<file path="src/rtl/core/pfa_pkg.sv">
package pfa_pkg;

	localparam int PARTITIONS = 16;
	localparam int SIZE_BITS  = 16;
	localparam int FIELD_W    = 16;

	localparam int IDX_W = (PARTITIONS > 1) ? $clog2(PARTITIONS) : 1;
	localparam int CNT_W = $clog2(PARTITIONS + 1);

	localparam logic [1:0] MODE_FIRST  = 2'd0;
	localparam logic [1:0] MODE_BEST   = 2'd1;
	localparam logic [1:0] MODE_WORST  = 2'd2;
	localparam logic [1:0] MODE_UNUSED = 2'd3;

	localparam logic REQ_LOAD  = 1'b0;
	localparam logic REQ_PLACE = 1'b1;

	typedef enum logic [1:0] {
		ST_IDLE,
		ST_SCAN,
		ST_FINISH
	} pfa_state_t;

endpackage

</file>
<file path="src/rtl/core/partition_fit_allocator.sv">
// Fixed-partition allocator with first, best and worst fit placement.
// Input stream (s_*): one request per beat. s_tuser[0] = 0 loads a free
// partition of size s_tdata; loads beyond the table capacity are dropped.
// s_tuser[0] = 1 places a process of size s_tdata.
// Output stream (m_*): one result per place request, none for a load.
// Configuration: cfg_we writes cfg_wdata into the fit mode register
// (0 first fit, 1 best fit, 2 worst fit, 3 as first fit); write it only
// while the block is idle.
// Timing: a load is written into the table when it is accepted. A place
// request walks the loaded entries through one table read port and one
// comparator, one entry a cycle, and then loads the result register, at
// which point the chosen entry is also rewritten.
// s_tready is low while a place request is in progress; the next request
// is taken once the block is back in idle.
// The result register holds until taken; a request that finishes while the
// previous result is still waiting stalls in its last step.
// Reset empties the table, clears the request number and selects first fit.
module partition_fit_allocator
	import pfa_pkg::*;
(
	input  logic        clk,
	input  logic        arst_n,
	input  logic        s_tvalid,
	output logic        s_tready,
	input  logic [15:0] s_tdata,   // [15:0] size_value
	input  logic [0:0]  s_tuser,   // [0] req_type
	output logic        m_tvalid,
	input  logic        m_tready,
	output logic [47:0] m_tdata,   // [15:0] request_number, [31:16] chosen_size,
	                               // [47:32] left_size
	output logic [0:0]  m_tuser,   // [0] placed
	input  logic        cfg_we,
	input  logic [1:0]  cfg_wdata
);

	logic [SIZE_BITS-1:0] mem [PARTITIONS];

	pfa_state_t state_q, state_nx;

	logic [1:0]           mode_q;
	logic [CNT_W-1:0]     cnt_q;
	logic [FIELD_W-1:0]   req_num_q;
	logic [SIZE_BITS-1:0] size_q;
	logic [CNT_W-1:0]     issue_q;
	logic                 cmp_v_s1;
	logic [IDX_W-1:0]     cmp_idx_s1;
	logic [SIZE_BITS-1:0] rd_data_s1;
	logic                 found_q;
	logic [IDX_W-1:0]     pick_q;
	logic [SIZE_BITS-1:0] best_q;

	logic                 out_v_q;
	logic                 out_placed_q;
	logic [FIELD_W-1:0]   out_num_q;
	logic [FIELD_W-1:0]   out_chosen_q;
	logic [FIELD_W-1:0]   out_left_q;

	logic                 acc;
	logic                 issue_more;
	logic                 out_free;
	logic                 mem_we;
	logic [IDX_W-1:0]     mem_wa;
	logic [SIZE_BITS-1:0] mem_wd;
	logic [SIZE_BITS-1:0] in_size;
	logic [SIZE_BITS-1:0] left_val;
	logic                 hit;
	logic                 take;

	assign in_size    = s_tdata[SIZE_BITS-1:0];
	assign acc        = s_tvalid && s_tready;
	assign issue_more = (issue_q < cnt_q);
	assign out_free   = !out_v_q || m_tready;
	assign left_val   = best_q - size_q;

	// shared compare unit: one table entry per cycle
	assign hit = size_q < rd_data_s1;
	always_comb begin
		take = 1'b0;
		if (cmp_v_s1 && hit) begin
			if (!found_q) begin
				take = 1'b1;
			end else begin
				case (mode_q)
					MODE_BEST:  take = rd_data_s1 < best_q;
					MODE_WORST: take = rd_data_s1 > best_q;
					default:    take = 1'b0;
				endcase
			end
		end
	end

	always_comb begin
		state_nx = state_q;
		case (state_q)
			ST_IDLE: begin
				if (acc && s_tuser[0] == REQ_PLACE) begin
					state_nx = ST_SCAN;
				end
			end
			ST_SCAN: begin
				if (!issue_more && !cmp_v_s1) begin
					state_nx = ST_FINISH;
				end
			end
			ST_FINISH: begin
				if (out_free) begin
					state_nx = ST_IDLE;
				end
			end
			default: state_nx = ST_IDLE;
		endcase
	end

	always_comb begin
		s_tready = 1'b0;
		mem_we   = 1'b0;
		mem_wa   = pick_q;
		mem_wd   = left_val;
		case (state_q)
			ST_IDLE: begin
				s_tready = 1'b1;
				if (acc && s_tuser[0] == REQ_LOAD && cnt_q < CNT_W'(PARTITIONS)) begin
					mem_we = 1'b1;
					mem_wa = cnt_q[IDX_W-1:0];
					mem_wd = in_size;
				end
			end
			ST_FINISH: begin
				mem_we = out_free && found_q;
			end
			default: ;
		endcase
	end

	always_ff @(posedge clk) begin
		if (mem_we) begin
			mem[mem_wa] <= mem_wd;
		end
		rd_data_s1 <= mem[issue_q[IDX_W-1:0]];
	end

	always_ff @(posedge clk or negedge arst_n) begin
		if (!arst_n) begin
			state_q   <= ST_IDLE;
			mode_q    <= MODE_FIRST;
			cnt_q     <= '0;
			req_num_q <= '0;
			issue_q   <= '0;
			cmp_v_s1  <= 1'b0;
			found_q   <= 1'b0;
			out_v_q   <= 1'b0;
		end else begin
			state_q <= state_nx;
			if (cfg_we) begin
				mode_q <= cfg_wdata;
			end
			// load a finished result, else drop the one just taken
			if (state_q == ST_FINISH && out_free) begin
				out_v_q <= 1'b1;
			end else if (m_tready) begin
				out_v_q <= 1'b0;
			end
			case (state_q)
				ST_IDLE: begin
					if (acc) begin
						if (s_tuser[0] == REQ_LOAD) begin
							if (cnt_q < CNT_W'(PARTITIONS)) begin
								cnt_q <= cnt_q + 1'b1;
							end
						end else begin
							req_num_q <= req_num_q + 1'b1;
							issue_q   <= '0;
							found_q   <= 1'b0;
						end
					end
				end
				ST_SCAN: begin
					cmp_v_s1 <= issue_more;
					if (issue_more) begin
						issue_q <= issue_q + 1'b1;
					end
					if (take) begin
						found_q <= 1'b1;
					end
				end
				default: ;
			endcase
		end
	end

	always_ff @(posedge clk) begin
		if (state_q == ST_IDLE && acc) begin
			size_q <= in_size;
		end
		if (state_q == ST_SCAN) begin
			cmp_idx_s1 <= issue_q[IDX_W-1:0];
			if (take) begin
				pick_q <= cmp_idx_s1;
				best_q <= rd_data_s1;
			end
		end
		if (state_q == ST_FINISH && out_free) begin
			out_placed_q <= found_q;
			out_num_q    <= req_num_q;
			out_chosen_q <= found_q ? FIELD_W'(best_q) : '0;
			out_left_q   <= found_q ? FIELD_W'(left_val) : '0;
		end
	end

	assign m_tvalid = out_v_q;
	assign m_tuser  = out_placed_q;
	assign m_tdata  = {out_left_q, out_chosen_q, out_num_q};

`ifndef ASSERT_OFF
	a_cnt_bound: assert property (@(posedge clk) disable iff (!arst_n)
		cnt_q <= CNT_W'(PARTITIONS))
		else $error("partition count beyond table capacity");

	a_pick_loaded: assert property (@(posedge clk) disable iff (!arst_n)
		(found_q && state_q != ST_IDLE) |-> (CNT_W'(pick_q) < cnt_q))
		else $error("chosen entry lies beyond the loaded entries");

	a_scan_bound: assert property (@(posedge clk) disable iff (!arst_n)
		(state_q == ST_SCAN) |-> (issue_q <= cnt_q))
		else $error("scan index ran past the loaded entries");

	a_placed_size: assert property (@(posedge clk) disable iff (!arst_n)
		(m_tvalid && m_tuser[0]) |-> (m_tdata[31:16] != 16'd0 &&
		m_tdata[31:16] >= m_tdata[47:32]))
		else $error("placed result with inconsistent sizes");
`endif

endmodule

</file>
<file path="config.mk">
export PLATFORM = sky130hd
export DESIGN_NAME = partition_fit_allocator
export DESIGN_NICKNAME = d
export VERILOG_FILES = /design/src/rtl/core/pfa_pkg.sv /design/src/rtl/core/partition_fit_allocator.sv
export SDC_FILE = /design/constraint.sdc
export NUM_CORES = 1
export LEC_CHECK = 0
export ABC_AREA = 1
export BUFFER_PORTS_ARGS = -buffer_cell sky130_fd_sc_hd__buf_2
export CORE_MARGIN = 1
export CORE_UTILIZATION = 30
export CTS_CLUSTER_SIZE = 12
export DETAILED_ROUTE_END_ITERATION = 7
export SLEW_MARGIN = 20
export SYNTH_ARGS = -nofsm -noshare
export SYNTH_HDL_FRONTEND = slang
export SYNTH_SLANG_ARGS = --single-unit
</file>
<file path="constraint.sdc">
create_clock -name clk -period 9.5 [get_ports clk]
set_clock_uncertainty 0.05 [all_clocks]
set_input_delay 1.425 -clock clk [delete_from_list [all_inputs] [get_ports clk]]
set_output_delay 1.425 -clock clk [all_outputs]
set_load 0.01 [all_outputs]
</file>
==> impl_results.md, run 1 <==
- Clock sinks: 394
- Status: completed
- Most frequent CP cell: inv_2
- Share of layout cells above drive strength 1: 0.136
- Compound-Gate Fraction of Synth Area: 0.0957
- Syn nets: 1435
- Post-synthesis simple-gate area fraction: 0.108
- Min Tclk post-route: 3720 ps
- Max Clk Rate: 269 MHz
- Vias per cell: 4.80
- Max-slew violation count: 0
- CTS Root Cell: clkbuf_16
- Combinational fraction of design power: 0.300
- Chip Width: 237 µm
- Main flop type after synthesis: edfxtp_1
- Synthesized area: 16600 µm²
- Clk network pwr share: 0.266
- Total core area: 54100 µm²
- Worst skew pair latency: 540 ps
- Yosys reg bits: 394
- Setup TNS: 0 ps
- Overall Global Routing Usage: 0.139
- Largest net degree at the start of global routing: 99
- Final nets: 1534
- Synth warn: 0
- Combinational family with the most area after synthesis: simple AND/OR/NAND/NOR gates
- Crit. End Element: flop
- Final Hold Slack: 367 ps
- Clk buf depth: 3
- CP max stage delay: 660 ps
- Area contributors post-synth: edfxtp_1 (63%), dfrtp_1 (5.0%), o21ai_0 (4.7%)
- Grt ovf: 0
- CP cell instances: buf_2 -> inv_1 -> nor2_8 -> inv_2 -> nor3_4 -> buf_4 -> inv_2 -> o21ai_2 -> inv_2 -> nor2_1 -> nand2_1 -> nor2_2
- WP data arrival: 3840 ps
- Crit Path Max Fanout: 40
- Mux contribution to synthesized area: 0
- Hold Path Class: flop to flop
- Final HPWL DP: 25.3 mm
- Antenna-violating nets left: 0
- RSZ-0062 raised after global routing: no
- Post-cts gate resize count: 0
- Vias: 10500
- Worst Setup Start Kind: input pin
- CTS tree: done
- Final WL: 38.9 mm
- Synth cell types: 47
- Asr flop ratio synth: 0.0838
- Kind of cell adding the most delay to the critical path: simple AND/OR/NAND/NOR gates
- H-tree depth: 2
- LEAKAGE: 7.27 nW
- Final critical-path share of the clock period: 0.391
- CP bufs+invs: 6
- Int Pwr: 3.88 mW
- Vias in the first global route: 10200
- Clk slew on worst S/H paths: 60 ps
- Synth Area in XOR/XNOR: 0.0164
- Inserted Diodes: 0
- Worst slew pin tran: 1000 ps
- PortBufs: 74
- Ports: 75
- Antenna violations before repair: 0
- Synthesized area per cell: 12.2 µm²
- Starting DRT DRC Count: 908
- DRC viols: 0
- Slowest stage cell, crit path: nor2_2
- RD Place Congestion: 0.878
- EDFF count, synth: 345
- Post-CTS Repair Setup Buffers: 0
- Cell count after synthesis: 1355
- Net Sw Frac: 0.345
- First-pass GRT wire length: 60.2 mm
- Area share of fa/ha/maj cells after synthesis: 0.0428
- Area delta synth->final: 15.9%
- Required time worst endpoint: 9620 ps
- Synth cell count leaders: edfxtp_1 (345), nor2_1 (187), o21ai_0 (156), nand2_1 (152), inv_1 (117)
- CTS Hold Bufs: 0
- Slew headroom: 0.331
- Setup violation total in the final timing report: 0
- Overall die height: 237 µm
- Floorplan row count: 85
- Crit Path Category: input pin to flop
- WL per Instance: 17.8 µm
- Count leader, synth: edfxtp_1
- VDD IR-drop max: 126 µV
- Sequential Power Share: 0.434
- Final hold violation count: 0
- Max cap viols: 0
- PD cells: 309 nW/µm²
- Total Power: 5.93 mW
- Final Core Density: 0.354
- Initial core utilization: 0.306
- Die ar.: 56100 µm²
- Sequential area share after synthesis: 0.695
- TritonCTS buffer count: 42
- Largest area contributor in the netlist: edfxtp_1
- DRT Pass-1 Iters: 5
- Net switching power: 2.05 mW
- Synth top area share: 0.626
[path summary, 6_finish.rpt]
path	depth (start not counted)	endpoint	slack, ps	start
worst max-delay path	12	mem[13][13]	5780	s_tvalid
worst min-delay path	0	pick_q[0]	370	cmp_idx_s1[0]
worst max register to register	12	mem[13][13]	6330	state_q[1]
worst min register to register	0	pick_q[0]	370	cmp_idx_s1[0]
max in group asynchronous	1	issue_q[0]	7880	arst_n
min in group asynchronous	1	req_num_q[15]	930	arst_n
[stage by stage]
stage,worst slack [ps],instance area [µm²],cells
final,5780,19200,2182
after global routing,5510,19200,2182
after CTS,5750,19200,2182
after detailed placement,5180,17900,2106
after global placement,4890,17900,2106
after floorplan,4310,16600,1355
[power by group through the flow]
stage	Combinational [mW]	Clock (mW)	Sequential, mW
6_report	1.78	1.58	2.57
5_1_grt	1.99	1.68	2.59
4_1_cts	1.80	1.61	2.58
3_5_place_dp	1.79	0	2.61
3_3_place_gp	1.75	0	2.61
2_1_floorplan	1.04	0	2.59
[kinds of logic after synthesis]
group	Yosys count
buffers and inverters	182
xor gates and xnor gates	31
and+or+nand+nor	418
DFF	394
AOI/OAI and AO/OA	274
adders and majority gates	56
[per-layer routing]
metal,routed length [µm],vias up,global-route usage
met2,17900,302,0.222
li1,-,4988,-
met4,889,0,0.0431
met3,2290,58,0.0233
met1,17900,5123,0.194
met5,0,-,0
[placed cells by master (no fill, tap or decap), types with 3 or more instances in the layout]
| cell | Yosys | routed |
|---|---|---|
| buf_2 | 9 | 74 |
| nand3_2 | 6 | 6 |
| a21o_1 | 5 | 5 |
| clkbuf_16 | 0 | 43 |
| dfxtp_1 | 16 | 16 |
| nor3_1 | 4 | 4 |
| edfxtp_1 | 345 | 345 |
| xnor2_1 | 11 | 11 |
| o21ai_0 | 156 | 156 |
| nor2_2 | 2 | 4 |
| nand2_1 | 152 | 152 |
| nand3_1 | 45 | 45 |
| o221ai_1 | 28 | 28 |
| ha_1 | 55 | 55 |
| clkinv_1 | 3 | 5 |
| nor2_4 | 4 | 5 |
| bufinv_16 | 0 | 3 |
| dfrtp_1 | 33 | 32 |
| buf_4 | 1 | 38 |
| inv_1 | 117 | 116 |
| a21oi_1 | 27 | 27 |
| inv_2 | 5 | 5 |
| nor2_1 | 187 | 184 |
| nand4_1 | 5 | 5 |
| clkinv_2 | 0 | 7 |
| o211ai_1 | 5 | 5 |
| o22ai_1 | 38 | 38 |
| xor2_1 | 20 | 20 |
| clkbuf_1 | 45 | 19 |
| or2_2 | 3 | 3 |
[registers in the layout, summed over array words and instances, names as in the netlist, 4 cells and up]
register / cells
mem: 256
best_q: 16
out_chosen_q: 16
out_left_q: 16
out_num_q: 16
rd_data_s1: 16
req_num_q: 16
size_q: 16
cnt_q: 5
issue_q: 5
cmp_idx_s1: 4
pick_q: 4
[layout make-up]
| type | count | area, µm² |
|---|---|---|
| Clock inverter | 12 | 136 |
| Sequential cell | 394 | 11500 |
| Tap cell | 696 | 871 |
| Timing Repair Buffer | 112 | 656 |
| Clock buffer | 64 | 1170 |
| Multi-Input combinational cell | 779 | 4370 |
| Fill cell | 5244 | 34900 |
| Inverter | 125 | 470 |
No activity file was read; power rests on OpenSTA's default activity.
==> run 2, diff against run 1 <==
Clock period 9.5 ns to 3.6 ns, I/O delays scaled along.
==> impl_results.md, run 2 (synthesis results as in run 1) <==
- Post-CTS Repair Setup Buffers: 0 (unchanged)
- Post-cts gate resize count: 0 (unchanged)
- CP bufs+invs: 2 (-4)
- Final nets: 1545 (+0.72%)
- Most frequent cells in the layout: edfxtp_1 (345), nor2_1 (186), o21ai_0 (156)
- DRT Pass-1 Iters: 5 (unchanged)
- Sequential Power Share: 0.441 (+0.007)
- CTS tree: done
- RSZ-0062 raised after global routing: no
- Chip Width: 237 µm (unchanged)
- Slowest stage cell, crit path: dfrtp_4
- Clk slew on worst S/H paths: 60 ps (about the same)
- Clk buf depth: 3 (unchanged)
- M2 GR Usage: 0.216 (-0.00579)
- H-tree depth: 2 (unchanged)
- Share of layout cells above drive strength 1: 0.142 (+0.00559)
- Crit Path Max Fanout: 74 (+85%)
- Max-slew violation count: 0 (unchanged)
- Worst Setup Start Kind: flop
- Initial core utilization: 0.306 (unchanged)
- Int Pwr: 10.1 mW (+160%)
- CP cell instances: clkinv_2 -> buf_12 -> o21ai_0 -> o221ai_1 -> o211ai_1 -> nand3_1
- VDD IR-drop max: 364 µV (+190%)
- Vias in the first global route: 10400 (+2.0%)
- Overall Global Routing Usage: 0.142 (+0.00258)
- Max cap viols: 0 (unchanged)
- CTS Root Cell: clkbuf_16
- LEAKAGE: 7.31 nW (+0.53%)
- GRT Max-Usage Layer: met2
- Crit Path Category: flop to flop
- R2r endpoint: rd_data_s1[5]
- Final hold violation count: 0 (unchanged)
- Grt ovf: 0 (unchanged)
- Starting DRT DRC Count: 976 (+7.5%)
- Area delta synth->final: 16.1%
- Clock sinks: 394 (unchanged)
- Setup TNS: 0 ps (unchanged)
- Commonest non-fill, non-tap cell in the layout: edfxtp_1
- Crit. End Element: flop
- Final Core Density: 0.355 (+0.000832)
- Total core area: 54100 µm² (unchanged)
- CTS Hold Bufs: 0 (unchanged)
- Worst skew pair latency: 550 ps (about the same)
- Final critical-path share of the clock period: 0.791
- Floorplan row count: 85 (unchanged)
- Antenna-violating nets left: 0 (unchanged)
- Final HPWL DP: 26.3 mm (+3.7%)
- Worst slack at placement: 759 ps (-4420 ps)
- Overall die height: 237 µm (unchanged)
- Fillcell total: 5235 (-0.17%)
- Worst slew pin tran: 884 ps (-118 ps)
- Net Sw Frac: 0.350 (+0.00416)
- Inserted Diodes: 0 (unchanged)
- DRC viols: 0 (unchanged)
- Final Hold Slack: 33.2 ps (-334 ps)
- WL per Instance: 18.0 µm (+0.66%)
- PD cells: 806 nW/µm² (+160%)
- Net switching power: 5.42 mW (+160%)
- CP max stage delay: 720 ps (+60 ps)
- WP data arrival: 3190 ps (-650 ps)
- Largest register FFs: 256 (unchanged)
- Antenna violations before repair: 0 (unchanged)
- TritonCTS buffer count: 42 (unchanged)
- Vias: 10600 (+1.6%)
- Most flops, register: mem
- R2R setup slack: 750 ps (-5580 ps)
- Ports: 75 (unchanged)
- Met1 usage: 0.206 (+0.0122)
- Setup violation total in the final timing report: 0 (unchanged)
- PortBufs: 74 (unchanged)
- Die ar.: 56100 µm² (unchanged)
- Kind of cell adding the most delay to the critical path: buffers and inverters
- Clk network pwr share: 0.257 (-0.009)
- Largest net degree at the start of global routing: 92 (-7.1%)
- First-pass GRT wire length: 61.9 mm (+2.9%)
- Required time worst endpoint: 3950 ps (-5670 ps)
- Worst r2r path cells: 6 (-6)
- Final WL: 39.4 mm (+1.2%)
- Combinational fraction of design power: 0.302 (+0.002)
- Max Clk Rate: 351 MHz
- Launching point of the worst reg2reg path: issue_q[0]
- Post-route setup slack: 752 ps (-5030 ps)
- GR Util met3: 0.0256 (+0.00233)
- Min Tclk post-route: 2850 ps
- RD Place Congestion: 0.841 (-4.2%)
- Status: completed
- Slew headroom: 0.410 (+0.0793)
- Vias per cell: 4.85 (+1.1%)
- Hold Path Class: input pin to asynchronous set/reset pin
run 2: layout make-up:
| class | count | area (µm²) | share of cell area |
|---|---|---|---|
| well taps | 696 | 871 | 0.0453 |
| clock inverters | 10 | 70.1 | 0.00364 |
| inverters | 125 | 470 | 0.0245 |
| flip-flops and latches | 394 | 11500 | 0.599 |
| repair buffers | 123 | 751 | 0.0390 |
| multi-input cells | 779 | 4360 | 0.227 |
| clock buffers | 67 | 1190 | 0.0621 |
run 2: per-layer routing:
layer | part of all wire | vias to the layer above
met5 | 0 | -
met4 | 0.018 | 0
met3 | 0.067 | 52
met2 | 0.45 | 340
met1 | 0.47 | 5235
li1 | - | 5014
run 2: how the worst max path moves through the flow:
stage | end | cells past startpoint | startpoint | slack (ps)
2_1_floorplan | mem[4][0] | 6 | m_tready | 120
4_1_cts | rd_data_s1[5] | 6 | issue_q[0] | 820
3_3_place_gp | mem[11][5] | 11 | s_tvalid | 830
3_5_place_dp | mem[11][6] | 11 | s_tvalid | 760
6_report | rd_data_s1[5] | 6 | issue_q[0] | 750
5_1_grt | rd_data_s1[3] | 6 | issue_q[0] | 530
run 2: stage by stage:
stage / cell area [µm²] / power [mW] / instances
after CTS: 19200 / 15.7 / 2194
after detailed placement: 18000 / 11.6 / 2117
after global routing: 19200 / 16.4 / 2194
after global placement: 18000 / 11.6 / 2117
after floorplan: 16600 / 9.57 / 1355
final: 19200 / 15.5 / 2194
run 2: power by group through the flow:
stage | Sequential [mW] | Combinational, mW | Clock [mW]
after floorplan | 6.84 | 2.73 | 0
after global placement | 6.92 | 4.63 | 0
after detailed placement | 6.94 | 4.70 | 0
after CTS | 6.85 | 4.74 | 4.08
after global routing | 6.90 | 5.24 | 4.25
final | 6.84 | 4.68 | 3.98
==> run 3, diff against run 2 <==
Clock period 3.6 ns to 2.84 ns, I/O delays scaled along.
==> impl_results.md, run 3 (synthesis results as in run 1) <==
- Clock sinks: 394 (unchanged)
- Required time worst endpoint: 3050 ps (-900 ps)
- Non-filler cells, final: 2213 (+0.87%)
- CTS tree: done
- Worst Setup Start Kind: flop
- Final nets: 1568 (+1.5%)
- RD Place Congestion: 0.866 (+3.0%)
- Worst skew pair latency: 540 ps (about the same)
- Clk slew on worst S/H paths: 60 ps (about the same)
- Ports: 75 (unchanged)
- DRC viols: 0 (unchanged)
- Initial core utilization: 0.306 (unchanged)
- Crit Path Category: flop to flop
- Most flops, register: mem
- Crit Path Max Fanout: 16 (-78%)
- Starting DRT DRC Count: 867 (-11%)
- Placed Cells: 2138 (+0.99%)
- VDD IR-drop max: 429 µV (+18%)
- Final hold violation count: 0 (unchanged)
- Slew headroom: 0.479 (+0.0685)
- Die ar.: 56100 µm² (unchanged)
- Status: completed
- Area delta synth->final: 18.1%
- Overall Global Routing Usage: 0.138 (-0.00369)
- Max Clk Rate: 375 MHz (+6.9%)
- Chip Width: 237 µm (unchanged)
- RSZ-0062 raised after global routing: no
- Largest net degree at the start of global routing: 111 (+21%)
- Fillcell total: 5183 (-0.99%)
- Overall die height: 237 µm (unchanged)
- Final cell area excluding filler cells: 19600 µm² (+1.7%)
- Vias: 10600 (-0.47%)
- Final WL: 38.9 mm (-1.2%)
- CTS Root Cell: clkbuf_16
- TritonCTS buffer count: 43 (+2.4%)
- Most frequent cells in the layout: edfxtp_1 (345), nor2_1 (183), o21ai_0 (156)
- Vias in the first global route: 10300 (-1.1%)
- First-pass GRT wire length: 60.3 mm (-2.7%)
- Final HPWL DP: 25.5 mm (-3.0%)
- Setup violation total in the final timing report: 0 (unchanged)
- Grt ovf: 0 (unchanged)
- Min Tclk post-route: 2660 ps (-184 ps)
- DRT Pass-1 Iters: 6 (+1)
- Final critical-path share of the clock period: 0.938 (+0.147)
- Crit. End Element: flop
- Clk buf depth: 3 (unchanged)
- Total core area: 54100 µm² (unchanged)
- Max-slew violation count: 0 (unchanged)
- Worst slew pin tran: 782 ps (-103 ps)
- H-tree depth: 2 (unchanged)
- Commonest non-fill, non-tap cell in the layout: edfxtp_1
- Floorplan row count: 85 (unchanged)
- PortBufs: 74 (unchanged)
- WP data arrival: 2880 ps (-310 ps)
- Antenna violations before repair: 0 (unchanged)
- WL per Instance: 17.6 µm (-2.1%)
- LEAKAGE: 7.48 nW (+2.3%)
- Final Hold Slack: 45.6 ps (+12.4 ps)
- PD cells: 1010 nW/µm² (+25%)
- Hold Path Class: input pin to flop
- Max cap viols: 0 (unchanged)
- Largest register FFs: 256 (unchanged)
- Inserted Diodes: 0 (unchanged)
- Share of layout cells above drive strength 1: 0.157 (+0.0154)
- Dpl cell area: 18200 µm² (+1.5%)
- Antenna-violating nets left: 0 (unchanged)
- Vias per cell: 4.79 (-1.3%)
[run 3: cell types whose count changed in the layout (fill, tap and decap cells not counted), moves of 2 or more]
cell,change
buf_4,+13
buf_12,+8
clkbuf_1,-7
clkinv_1,+3
nor2_1,-3
nor2_2,+3
bufinv_16,+2
[run 3: cell type report]
| type | count | area, µm² | area share |
|---|---|---|---|
| flip-flops and latches | 394 | 11500 | 0.588 |
| multi-input cells | 779 | 4380 | 0.224 |
| clock buffers | 60 | 1180 | 0.0603 |
| repair buffers | 145 | 1020 | 0.0521 |
| well taps | 696 | 871 | 0.0445 |
| inverters | 125 | 470 | 0.0241 |
| clock inverters | 14 | 129 | 0.00659 |
[run 3: critical path, cell delays in order, from the launching register on]
cell      delay, ps
edfxtp_1        380
ha_1            240
fa_1            400
nand3b_1        170
nand2_1         120
a21oi_2          80
inv_1            70
buf_4           110
nand3_1          60
nand2_1         130
xor2_1          220
o21ai_0         150
buf_4           220
[run 3: worst paths after layout]
kind / slack [ps] / cells after the start / startpoint / to
max reg2reg: 180 / 12 / size_q[0] / mem[10][14]
min in group asynchronous: 470 / 2 / arst_n / mode_q[0]
min reg2reg: 380 / 0 / cmp_idx_s1[2] / pick_q[2]
min: 50 / 1 / s_tdata[1] / size_q[1]
max: 180 / 12 / size_q[0] / mem[10][14]
max in group asynchronous: 1690 / 2 / arst_n / issue_q[0]
[run 3: timing repair]
action,4_1_cts,5_1_grt
hold buffers,1,0
setup endpoints to repair,16,32
hold endpoints to repair,33,0
gates resized for setup,1,2
buffers inserted,0,0
[run 3: stage by stage]
stage	utilization	setup TNS (ps)	setup slack [ps]	total power, mW
after detailed placement	0.337	-2140	-135	14.6
final	0.361	0	176	19.8
after floorplan	-	-7080	-40.6	12.1
after CTS	0.361	0	82.8	19.9
after global placement	0.337	-1390	-87.5	14.5
after global routing	0.361	0	13.4	20.8
[run 3: metal layers]
metal / vias to the layer above / part of all wire / global-route usage
li1: 5050 / - / -
met1: 5188 / 0.47 / 0.195
met2: 290 / 0.46 / 0.220
met3: 63 / 0.054 / 0.0204
met4: 0 / 0.022 / 0.0417
met5: - / 0 / 0
[run 3: power by group]
part	total [mW]	internal, mW	switching [mW]
sequential	8.57	8.20	0.375
clock	5.24	3.07	2.17
combinational	5.95	1.79	4.16
